==> config.mk <==
export PLATFORM = sky130hd
export DESIGN_NAME = riscv_m_extension_execute
export DESIGN_NICKNAME = d
export VERILOG_FILES = /design/src/design/rmx_pkg.sv /design/src/design/rmx_ram.sv /design/src/design/riscv_m_extension_execute.sv
export SDC_FILE = /design/constraint.sdc
export NUM_CORES = 2
export LEC_CHECK = 0
export BUFFER_PORTS_ARGS = -buffer_cell sky130_fd_sc_hd__buf_2
export CAP_MARGIN = 20
export CORE_UTILIZATION = 35
export DETAILED_ROUTE_END_ITERATION = 10
export PLACE_DENSITY = 0.61
export SYNTH_ARGS = -nofsm -noshare
export SYNTH_HDL_FRONTEND = slang
export SYNTH_SLANG_ARGS = --single-unit
==> constraint.sdc <==
create_clock -name clk_i -period 6.75 [get_ports clk_i]
set_input_delay 0.675 -clock clk_i [delete_from_list [all_inputs] [get_ports clk_i]]
set_output_delay 0.675 -clock clk_i [all_outputs]
set_load 0.02 [all_outputs]
==> src/design/rmx_pkg.sv <==
// Shared constants and types for the RV32M multiply/divide execute block.
// Used by the register file RAM wrapper users and by the top level.
// Has no dependencies.
package rmx_pkg;

  localparam int unsigned XLEN      = 32;
  localparam int unsigned REG_COUNT = 32;
  localparam int unsigned IDX_W     = $clog2(REG_COUNT);
  localparam int unsigned CNT_W     = $clog2(XLEN);
  localparam int unsigned ADD_W     = XLEN + 2;

  // Operation selector carried with each input item.
  typedef enum logic [2:0] {
    MODE_MUL    = 3'd0,
    MODE_MULH   = 3'd1,
    MODE_MULHSU = 3'd2,
    MODE_DIV    = 3'd3,
    MODE_DIVU   = 3'd4,
    MODE_REM    = 3'd5,
    MODE_REMU   = 3'd6,
    MODE_LOAD   = 3'd7
  } rmx_mode_e;

endpackage

==> src/design/rmx_ram.sv <==
// Generic single-write, single-read RAM with a registered read port.
// Holds the register file of the execute block; no dependencies.
module rmx_ram #(
  parameter int unsigned WIDTH = 32,
  parameter int unsigned DEPTH = 32
) (
  input  logic                     clk_i,
  input  logic                     we_i,
  input  logic [$clog2(DEPTH)-1:0] waddr_i,
  input  logic [WIDTH-1:0]         wdata_i,
  input  logic [$clog2(DEPTH)-1:0] raddr_i,
  output logic [WIDTH-1:0]         rdata_o
);

  logic [WIDTH-1:0] mem_q [DEPTH];
  logic [WIDTH-1:0] rdata_q;

  always_ff @(posedge clk_i) begin
    if (we_i) begin
      mem_q[waddr_i] <= wdata_i;
    end
    rdata_q <= mem_q[raddr_i];
  end

  assign rdata_o = rdata_q;

endmodule

==> src/design/riscv_m_extension_execute.sv <==
// Top level of the RV32M multiply/divide execute block with its own register file.
// Depends on rmx_pkg and instantiates rmx_ram for the register file.
//
// Usage: one instruction item enters on the s_axis channel. tuser carries the
// operation mode, tdata the register numbers and the load value. One result item
// per instruction leaves on the m_axis channel: tdata carries the destination
// number and its content after the instruction, tuser the wrote and
// divide-by-zero flags.
// An arithmetic instruction goes through the same sequence: three register file
// reads (one RAM read port), two sign-handling steps, 32 iterations of a radix-2
// shift-add or restoring-divide loop in one shared adder, and one fixup step.
// Loads, writes to register 0 and zero divisors skip the arithmetic: their
// result is registered in the decide step that follows the register file reads.
// The block takes no new item until the current one is done; a finished result
// waits in the output register while the next item is already being worked on,
// and the sequencer holds its last step if that register is still full.
// Reset clears the sequencer, the output valid flag and the per-register valid
// bits, so every register reads as zero right after reset with no clearing pass.
module riscv_m_extension_execute
  import rmx_pkg::*;
(
  input  logic        clk_i,
  input  logic        rst_ni,
  input  logic        s_axis_tvalid_i,
  output logic        s_axis_tready_o,
  // dest_index[4:0], src1_index[9:5], src2_index[14:10], load_value[46:15], zero pad
  input  logic [47:0] s_axis_tdata_i,
  // mode[2:0]
  input  logic [2:0]  s_axis_tuser_i,
  output logic        m_axis_tvalid_o,
  input  logic        m_axis_tready_i,
  // result_index[4:0], result_value[36:5], zero pad
  output logic [39:0] m_axis_tdata_o,
  // wrote[0], divide_by_zero[1]
  output logic [1:0]  m_axis_tuser_o
);

  typedef enum logic [7:0] {
    S_IDLE   = 8'b0000_0001,
    S_RD_A   = 8'b0000_0010,
    S_RD_B   = 8'b0000_0100,
    S_DECIDE = 8'b0000_1000,
    S_ABS_A  = 8'b0001_0000,
    S_ABS_B  = 8'b0010_0000,
    S_ITER   = 8'b0100_0000,
    S_FIX    = 8'b1000_0000
  } state_e;

  state_e state_q, state_d;

  rmx_mode_e         mode_q, mode_d;
  logic [IDX_W-1:0]  dest_q, dest_d;
  logic [IDX_W-1:0]  src2_q, src2_d;
  logic [XLEN-1:0]   load_q, load_d;
  logic [XLEN-1:0]   a_q, a_d;
  logic [XLEN-1:0]   b_q, b_d;
  logic [XLEN-1:0]   hi_q, hi_d;
  logic [XLEN-1:0]   lo_q, lo_d;
  logic [XLEN-1:0]   op_q, op_d;
  logic [CNT_W-1:0]  cnt_q, cnt_d;
  logic              neg_a_q, neg_a_d;
  logic              neg_b_q, neg_b_d;

  logic [REG_COUNT-1:0] valid_q;
  logic                 rd_ok_q;

  logic              m_valid_q;
  logic              m_wrote_q;
  logic              m_dz_q;
  logic [IDX_W-1:0]  m_idx_q;
  logic [XLEN-1:0]   m_val_q;

  logic [IDX_W-1:0]  ram_raddr;
  logic [XLEN-1:0]   ram_rdata;
  logic [XLEN-1:0]   rdv;

  logic              in_fire;
  logic              out_free;
  logic              is_div;
  logic              is_mul;
  logic              sgn_a;
  logic              sgn_b;

  logic              fin;
  logic              fin_wrote;
  logic              fin_dz;
  logic [XLEN-1:0]   fin_val;

  logic [ADD_W-1:0]  add_x;
  logic [ADD_W-1:0]  add_y;
  logic              add_cin;
  logic [ADD_W-1:0]  add_sum;

  logic [XLEN-1:0]   fix_w;
  logic              fix_neg;
  logic              fix_cin;

  assign s_axis_tready_o = (state_q == S_IDLE);
  assign in_fire         = s_axis_tvalid_i && s_axis_tready_o;
  assign out_free        = !m_valid_q || m_axis_tready_i;

  always_comb begin
    is_div = 1'b0;
    is_mul = 1'b0;
    sgn_a  = 1'b0;
    sgn_b  = 1'b0;
    unique case (mode_q) inside
      MODE_MUL:                   is_mul = 1'b1;
      MODE_MULH: begin
        is_mul = 1'b1;
        sgn_a  = 1'b1;
        sgn_b  = 1'b1;
      end
      MODE_MULHSU: begin
        is_mul = 1'b1;
        sgn_a  = 1'b1;
      end
      MODE_DIV, MODE_REM: begin
        is_div = 1'b1;
        sgn_a  = 1'b1;
        sgn_b  = 1'b1;
      end
      MODE_DIVU, MODE_REMU:       is_div = 1'b1;
      default: ;
    endcase
  end

  // Register file: entries never written since reset read as zero.
  always_comb begin
    unique case (state_q)
      S_IDLE:  ram_raddr = s_axis_tdata_i[2*IDX_W-1:IDX_W];
      S_RD_A:  ram_raddr = src2_q;
      default: ram_raddr = dest_q;
    endcase
  end

  rmx_ram #(
    .WIDTH (XLEN),
    .DEPTH (REG_COUNT)
  ) u_regfile (
    .clk_i   (clk_i),
    .we_i    (fin && fin_wrote),
    .waddr_i (dest_q),
    .wdata_i (fin_val),
    .raddr_i (ram_raddr),
    .rdata_o (ram_rdata)
  );

  assign rdv = rd_ok_q ? ram_rdata : '0;

  // Final fixup: pick the product half, quotient or remainder, negate if needed.
  // The upper half of a negated product takes a carry only when the lower half is zero.
  always_comb begin
    fix_w   = lo_q;
    fix_neg = 1'b0;
    fix_cin = 1'b1;
    unique case (mode_q) inside
      MODE_MULH, MODE_MULHSU: begin
        fix_w   = hi_q;
        fix_neg = neg_a_q ^ neg_b_q;
        fix_cin = (lo_q == '0);
      end
      MODE_DIV, MODE_DIVU:    fix_neg = neg_a_q ^ neg_b_q;
      MODE_REM, MODE_REMU: begin
        fix_w   = hi_q;
        fix_neg = neg_a_q;
      end
      default: ;
    endcase
  end

  // The one shared adder.
  always_comb begin
    add_x   = '0;
    add_y   = '0;
    add_cin = 1'b0;
    unique case (state_q)
      S_ABS_A: begin
        add_x   = {2'b00, ~a_q};
        add_cin = 1'b1;
      end
      S_ABS_B: begin
        add_x   = {2'b00, ~b_q};
        add_cin = 1'b1;
      end
      S_ITER: begin
        if (is_div) begin
          add_x   = {1'b0, hi_q, lo_q[XLEN-1]};
          add_y   = {2'b11, ~op_q};
          add_cin = 1'b1;
        end else begin
          add_x = {2'b00, hi_q};
          add_y = lo_q[0] ? {2'b00, op_q} : '0;
        end
      end
      S_FIX: begin
        add_x   = {2'b00, ~fix_w};
        add_cin = fix_cin;
      end
      default: ;
    endcase
  end

  assign add_sum = add_x + add_y + ADD_W'(add_cin);

  always_comb begin
    state_d   = state_q;
    mode_d    = mode_q;
    dest_d    = dest_q;
    src2_d    = src2_q;
    load_d    = load_q;
    a_d       = a_q;
    b_d       = b_q;
    hi_d      = hi_q;
    lo_d      = lo_q;
    op_d      = op_q;
    cnt_d     = cnt_q;
    neg_a_d   = neg_a_q;
    neg_b_d   = neg_b_q;
    fin       = 1'b0;
    fin_wrote = 1'b0;
    fin_dz    = 1'b0;
    fin_val   = '0;
    unique case (state_q)
      S_IDLE: begin
        if (in_fire) begin
          mode_d  = rmx_mode_e'(s_axis_tuser_i);
          dest_d  = s_axis_tdata_i[IDX_W-1:0];
          src2_d  = s_axis_tdata_i[3*IDX_W-1:2*IDX_W];
          load_d  = s_axis_tdata_i[3*IDX_W+XLEN-1:3*IDX_W];
          state_d = S_RD_A;
        end
      end
      S_RD_A: begin
        a_d     = rdv;
        state_d = S_RD_B;
      end
      S_RD_B: begin
        b_d     = rdv;
        state_d = S_DECIDE;
      end
      S_DECIDE: begin
        neg_a_d = sgn_a && a_q[XLEN-1];
        neg_b_d = sgn_b && b_q[XLEN-1];
        if (dest_q == '0) begin
          fin = out_free;
        end else if (is_div && (b_q == '0)) begin
          // Zero divisor: the destination keeps its old content.
          fin     = out_free;
          fin_dz  = 1'b1;
          fin_val = rdv;
        end else if (mode_q == MODE_LOAD) begin
          fin       = out_free;
          fin_wrote = 1'b1;
          fin_val   = load_q;
        end else begin
          state_d = S_ABS_A;
        end
        if (fin) begin
          state_d = S_IDLE;
        end
      end
      S_ABS_A: begin
        if (neg_a_q) begin
          a_d = add_sum[XLEN-1:0];
        end
        state_d = S_ABS_B;
      end
      S_ABS_B: begin
        b_d   = neg_b_q ? add_sum[XLEN-1:0] : b_q;
        hi_d  = '0;
        cnt_d = CNT_W'(XLEN - 1);
        if (is_mul) begin
          lo_d = b_d;
          op_d = a_q;
        end else begin
          lo_d = a_q;
          op_d = b_d;
        end
        state_d = S_ITER;
      end
      S_ITER: begin
        if (is_div) begin
          // Restoring step: keep the shifted remainder when the subtract borrows.
          if (add_sum[ADD_W-1]) begin
            hi_d = {hi_q[XLEN-2:0], lo_q[XLEN-1]};
          end else begin
            hi_d = add_sum[XLEN-1:0];
          end
          lo_d = {lo_q[XLEN-2:0], ~add_sum[ADD_W-1]};
        end else begin
          hi_d = add_sum[XLEN:1];
          lo_d = {add_sum[0], lo_q[XLEN-1:1]};
        end
        cnt_d = cnt_q - CNT_W'(1);
        if (cnt_q == '0) begin
          state_d = S_FIX;
        end
      end
      S_FIX: begin
        if (out_free) begin
          fin       = 1'b1;
          fin_wrote = 1'b1;
          fin_val   = fix_neg ? add_sum[XLEN-1:0] : fix_w;
          state_d   = S_IDLE;
        end
      end
      default: state_d = S_IDLE;
    endcase
  end

  always_ff @(posedge clk_i or negedge rst_ni) begin
    if (!rst_ni) begin
      state_q   <= S_IDLE;
      valid_q   <= '0;
      rd_ok_q   <= 1'b0;
      m_valid_q <= 1'b0;
    end else begin
      state_q <= state_d;
      rd_ok_q <= valid_q[ram_raddr];
      if (fin && fin_wrote) begin
        valid_q[dest_q] <= 1'b1;
      end
      if (fin) begin
        m_valid_q <= 1'b1;
      end else if (m_axis_tready_i) begin
        m_valid_q <= 1'b0;
      end
    end
  end

  always_ff @(posedge clk_i) begin
    mode_q  <= mode_d;
    dest_q  <= dest_d;
    src2_q  <= src2_d;
    load_q  <= load_d;
    a_q     <= a_d;
    b_q     <= b_d;
    hi_q    <= hi_d;
    lo_q    <= lo_d;
    op_q    <= op_d;
    cnt_q   <= cnt_d;
    neg_a_q <= neg_a_d;
    neg_b_q <= neg_b_d;
    if (fin) begin
      m_wrote_q <= fin_wrote;
      m_dz_q    <= fin_dz;
      m_idx_q   <= dest_q;
      m_val_q   <= fin_val;
    end
  end

  assign m_axis_tvalid_o = m_valid_q;
  assign m_axis_tdata_o  = {3'b000, m_val_q, m_idx_q};
  assign m_axis_tuser_o  = {m_dz_q, m_wrote_q};

  // Register zero is never written.
  a_no_write_zero: assert property (@(posedge clk_i) disable iff (!rst_ni)
    (fin && fin_wrote) |-> (dest_q != '0))
    else $error("write to register zero");

  a_flags_exclusive: assert property (@(posedge clk_i) disable iff (!rst_ni)
    m_axis_tvalid_o |-> !(m_axis_tuser_o[0] && m_axis_tuser_o[1]))
    else $error("wrote and divide_by_zero both set");

  a_rem_below_div: assert property (@(posedge clk_i) disable iff (!rst_ni)
    (state_q == S_ITER && is_div) |-> (hi_q < op_q))
    else $error("partial remainder not below divisor");

  a_loop_exit: assert property (@(posedge clk_i) disable iff (!rst_ni)
    (state_q == S_ITER && cnt_q == '0) |=> (state_q == S_FIX))
    else $error("iteration loop did not end in fixup");

  a_result_source: assert property (@(posedge clk_i) disable iff (!rst_ni)
    $rose(m_valid_q) |-> ($past(state_q == S_DECIDE) || $past(state_q == S_FIX)))
    else $error("result loaded outside a finishing step");

endmodule
; After elaboration in Yosys (flattened, before gate mapping)
; Memory sizes are Yosys's and may differ from the RTL's. A register that Yosys moved wholly into a read port is not among the register bits.
; Index checks and enable logic that the tools add are counted.
[totals]
register_bits = 293
mem_bits_rw = 1024
input_bits = 55
output_inout_bits = 44
wordCells = 148
n_memories = 1
[memory_table]
columns = name, words, width, read_ports, rd_clocked_by_memory_dff, wr, line_no
row1 = u_regfile.mem_q, 32, 32, 1, 1, 1, rmx_ram.sv:15  ; logic [WIDTH-1:0] mem_q [DEPTH];
[classes]
add_sub_neg = 3
magnitude_cmp = 3
n_eq_ne = 22
n_mux = 61
n_bitwise = 8
reduce_logical = 30
[ops]
columns = cell, n
row1 = two-way mux 32 bit, 15
row2 = case mux 32 bit (2 select lines), 5
row3 = case mux 33 bit (4 select lines), 1
row4 = NOT 32 bit, 4
row5 = two-way mux 34 bit, 2
row6 = zero test 32 bit, 2
row7 = case mux 8 bit (8 select lines), 1
row8 = two-way mux 8 bit, 7
row9 = adder 34 x 1 -> 34 bit, 1
row10 = adder 34 bit, 1
row11 = two-way mux 33 bit, 1
row12 = bitwise OR 32 bit, 1
row13 = two-way mux 1 bit, 21
row14 = case mux 5 bit (2 select lines), 2
row15 = OR reduction 4 bit, 4
row16 = "== test 3 bit, second input constant", 4
row17 = "less-than comparator 5 x 6 -> 1 bit, second input constant", 2
row18 = zero test 5 bit, 2
row19 = "inequality test 3 bit, second input constant", 3
row20 = "== test 8 x 1 -> 1 bit, second input constant", 1
row21 = "== test 8 x 2 -> 1 bit, second input constant", 1
row22 = "== test 8 x 3 -> 1 bit, second input constant", 1
row23 = "== test 8 x 4 -> 1 bit, second input constant", 1
row24 = "== test 8 x 5 -> 1 bit, second input constant", 1
row25 = other kinds (24), 43

; Longest topological paths before layout
[depth]
depth_word = 11
ltp_mapped = 23
depth_no_buf = 19

; By module
; A second synthesis with hierarchy kept.
[hier_totals]
cells_unflattened = 4079
hier_area_um2 = 58198.3
[by_module_without_submodules]
columns = module, n_inst, cells_each, area_per_inst_um2, seq_area_each_um2
row1 = rmx_ram, 1, 2260, 40492.6, 31390.1
row2 = riscv_m_extension_execute, 1, 1819, 17705.7, 8589.5

; Least setup slack after synthesis
; No wires, ideal clock.
[synth_timing]
kind = reg-to-reg
start = register state_q[0]
end = register m_val_q[22] (data pin)
setup_ns = 0.462
arrival_ns = 5.810
required_ns = 6.288
path_slack_ns = 0.478
stages_incl_launch_ff = 19
n_path_buf = 3
period_less_slack_ns = 6.272
cell_sequence = dfstp_2 > buf_2 > or2_1 > or4_1 > or3b_2 > clkbuf_1 > clkbuf_1 > nand4_1 > fa_1 > inv_1 > fa_1 > nand2b_1 > a21oi_1 > o21bai_1 > o221a_2 > o21ai_0 > xor2_1 > o21ai_0 > o21ai_0
[synth_via]
elab_chain_cells = 7
elab_cells_between_ends = 14
cone_classes = 2 x add/sub / 5 x eq/ne / 6 x mux / 1 x reduce/logical
[synth_lines]
columns = item, line_no
row1 = "start, declared", riscv_m_extension_execute.sv:49  ; state_e state_q, state_d;
row2 = "start signal, assigned", riscv_m_extension_execute.sv:319  ; state_q <= state_d;
row3 = == test 8 bit (tied with other cells), "riscv_m_extension_execute.sv:177, riscv_m_extension_execute.sv:224"
row4 = case mux 33 bit (4 select lines) (tied with other cells), riscv_m_extension_execute.sv:177  ; unique case (state_q)
row5 = adder 34 bit / case mux 1 bit (3 select lines) (equally long branches), "riscv_m_extension_execute.sv:204, riscv_m_extension_execute.sv:177"
row6 = adder 34 x 1 -> 34 bit, riscv_m_extension_execute.sv:204  ; assign add_sum = add_x + add_y + ADD_W'(add_cin);
row7 = two-way mux 32 bit, riscv_m_extension_execute.sv:304  ; fin_val = fix_neg ? add_sum[XLEN-1:0] : fix_w;
row8 = two-way mux 32 bit, riscv_m_extension_execute.sv:301  ; if (out_free) begin
row9 = case mux 32 bit (2 select lines) (*), riscv_m_extension_execute.sv:224  ; unique case (state_q)
row10 = named net fin_val[22], riscv_m_extension_execute.sv:87  ; logic [XLEN-1:0] fin_val;
row11 = "end signal, assigned", riscv_m_extension_execute.sv:349  ; m_val_q <= fin_val;
row12 = "end, declared", riscv_m_extension_execute.sv:71  ; logic [XLEN-1:0] m_val_q;
; The timed path passes the listed nets; every way through them passes the cells marked *.
; A chain may end at the register's enable or synchronous reset.

; Worst setup path after layout
[layout_timing]
start = register state_q[1]
end = register m_val_q[24] (data pin)
; Same word-level chain as after synthesis.

==> results.yml <==
synthesis:
  synth_edf_count: 1275
  seq_area_frac_synth: 0.687
  ys_ff_latch: 1349
  synth.cell_area_sq_um: 58200
  yosys_warnings: 0
  synthArstFlopShare: 0.0311
  synth_cell_type_count: 71
  synth_top_area_cell: "edfxtp_1"
  ys.flop_type: "edfxtp_1"
  synth_area_leaders: "edfxtp_1 (66%), nand2_1 (6.6%), mux2i_1 (4.6%), nand3_1 (3.2%), o21ai_0 (1.9%)"
  syn_avg_cell_area_sq_um: 12.5
  synth_cells: 4660
  yosysTopAreaCellShare: 0.658
detailed_routing:
  routed_wl_um: 175000
  vias_per_cell: 5.57
  dr.pass1.iters: 9
  wl_per_cell_um: 24.8
  drc: 22
  ant_nets: 0
  drtIter0Drc: 4723
  via_count: 39300
cells_and_area:
  nets: 4842
  fin_cells: 7056
  area_growth_pct: 14.7
  drive_gt1_frac: 0.126
  largest_register_ffs: 1024
  finalInstanceArea_sq_um: 66700
  antenna_cells: 0
  regMostFlops: "u_regfile.mem_q"
timing:
  hold_viol: 0
  setup_violations: 0
  clock.fmax_mhz: 161
  finClkSkew_ps: 30.2
  period_needed_ps: 6220
  tightestPinTransition_ps: 1120
  relSlewSlack: 0.254
  setup_ws_ps: 528
  fin_hold_ws_ps: 82.9
  rsz0062_at_grt: "no"
  setup_tns_ps: 0
  fin_crit_sh: 0.922
  slew_violations: 0
floorplan:
  initial_core_util: 0.353
  ios: 99
  die_w_um: 410
  floorplan.rows: 149
  dieArea_sq_um: 168000
  die_y_um: 410
  core-area_sq_um: 165000
worst_setup_path:
  startpoint_type: "register"
  cp-end-kind: "register"
  r2r_start: "state_q[1]"
  critPathRequiredTime_ps: 7290
  worstPathMaxFanout: 33
  critPathKind: "register to register"
  crit_arrival_ps: 6760
  worstRegToRegCells: 18
  crit_start: "state_q[1]"
  regToRegEndpoint: "m_val_q[24]"
  rrSetupSlack_ps: 530
pwr:
  peakVddDrop_mv: 0.734
  clock_power_share: 0.254
  p_sw_mw: 12.8
  seq_power_share: 0.329
  pwr-share-comb: 0.417
  netSwitchingFraction: 0.408
  p_int_mw: 18.5
  power.leakage_nw: 23.9
  p_per_area_nw_per_um2: 469
placement:
  post_dp_cell_area_sq_um: 62000
  numPortBuffers: 94
  place.gp.congestion: 0.898
  dp.cells: 6788
  place_ws_ps: 629
  hpwl_um: 104000
job:
  cap_violations: 0
grt:
  grt_usage: 0.204
  grt_pass1_vias: 37200
  grt_overflow_total: 0
  grt_pass1_wl_um: 255000
  grt_max_degree: 133
  antenna_found_initial: 6
clock_tree:
  cts.clk_slew.worst_paths_ps: 60
  cts_tree: "done"
  h-tree-depth: 4
  clk_path_buf_depth: 3
  cts_made_buffers: 145
  postCtsSetupBuffers: 0
  clock_latency_ps: 770
  root_buffer: "clkbuf_16"
  cts_sinks: 1349
worst_hold_path:
  min_path_cells: 1
  min_to: "load_q[2]"
  hold_path_class: "input port to register"
  hp-start: "s_axis_tdata_i[17]"
run_status:
  run_status: "finished, violations left"
  violations: "design-rule violations"
==> worst max-delay path, cell delays in order, from the launching register on <==
cell	delay (ps)
dfrtp_1	490
or2_1	300
or4_1	510
or3b_2	690
nor2_1	160
a21oi_1	50
o221ai_1	90
fa_1	250
inv_1	70
fa_1	470
nand2b_1	190
a21oi_1	330
o21bai_1	250
o211ai_1	380
a31oi_1	280
xnor2_1	610
o21ai_0	280
o221ai_2	200
buf_4	340
==> power by group through the flow <==
| stage | registers, mW | clock network [mW] | logic, mW |
|---|---|---|---|
| 2_1_floorplan | 10.3 | 0 | 8.41 |
| 4_1_cts | 10.3 | 8.06 | 13.0 |
| 6_report | 10.3 | 7.94 | 13.1 |
| 5_1_grt | 10.3 | 8.37 | 14.0 |
| 3_5_place_dp | 10.4 | 0 | 13.0 |
| 3_3_place_gp | 10.4 | 0 | 12.8 |
==> repair_timing <==
action | in CTS | in global routing
hold buffers | 1 | 0
endpoints found under the hold margin | 41 | 0
resized for setup | 0 | 0
==> per-layer routing <==
metal  global-route usage  wire [um]  share of wire
met1                0.288      75700           0.43
met2                0.317      79800           0.46
met3               0.0393      14800          0.084
met4               0.0619       4780          0.027
met5                    0          0              0
==> cell usage after synthesis, types with 56 or more instances <==
| master | number |
|---|---|
| clkbuf_1 | 204 |
| o21ai_0 | 225 |
| mux2i_1 | 268 |
| nand3_1 | 368 |
| nand2_1 | 1025 |
| a31oi_1 | 56 |
| edfxtp_1 | 1275 |
| nor2_1 | 182 |
| buf_2 | 74 |
| and3_1 | 140 |
| a21oi_1 | 144 |
==> cells in the final DEF (no fill, tap or decap), drive strengths merged, types with 56 or more instances in the layout <==
master / n
mux2i: 268
edfxtp: 1275
a21oi: 144
nor2: 183
buf: 254
o21ai: 247
nand2: 1025
nand3: 368
and3: 140
a31oi: 56
clkbuf: 190
==> through the flow <==
stage	power, mW	util
after floorplan	18.7	-
after CTS	31.3	0.404
after global routing	32.7	0.404
after detailed placement	23.4	0.376
final	31.3	0.404
after global placement	23.2	0.375
==> cell type report <==
class	count	area (sq um)
Clock buffer	190	3920
Clock inverter	76	781
Fill cell	15300	98300
Inverter	16	60.1
Multi-Input combinational cell	2981	17300
Sequential cell	1349	40000
Tap cell	2189	2740
Timing Repair Buffer	255	1880
==> worst max-delay path by stage <==
| stage | to | depth (start not counted) | slack, ps |
|---|---|---|---|
| global placement | u_regfile.mem_q[0][22] | 18 | 310 |
| finish | m_val_q[24] | 18 | 530 |
| global route | u_regfile.mem_q[22][24] | 18 | 200 |
| CTS | u_regfile.mem_q[22][24] | 18 | 570 |
| detailed placement | m_val_q[24] | 18 | 630 |
| floorplan | m_val_q[22] | 18 | 480 |
==> logic make-up (layout without fill, tap and decap cells) <==
group / count (synthesis) / in the layout / synth area share
simple gates: 1880 / 1880 / 0.143
compound gates: 724 / 724 / 0.0793
xor+xnor: 31 / 31 / 0.00467
flops: 1349 / 1349 / 0.687
other cells: 1 / 3 / 0.0000645
mux: 304 / 304 / 0.0531
buf+inv: 332 / 537 / 0.0239
fa+ha+maj: 39 / 39 / 0.00865
No activity file was read; power rests on OpenSTA's default activity.
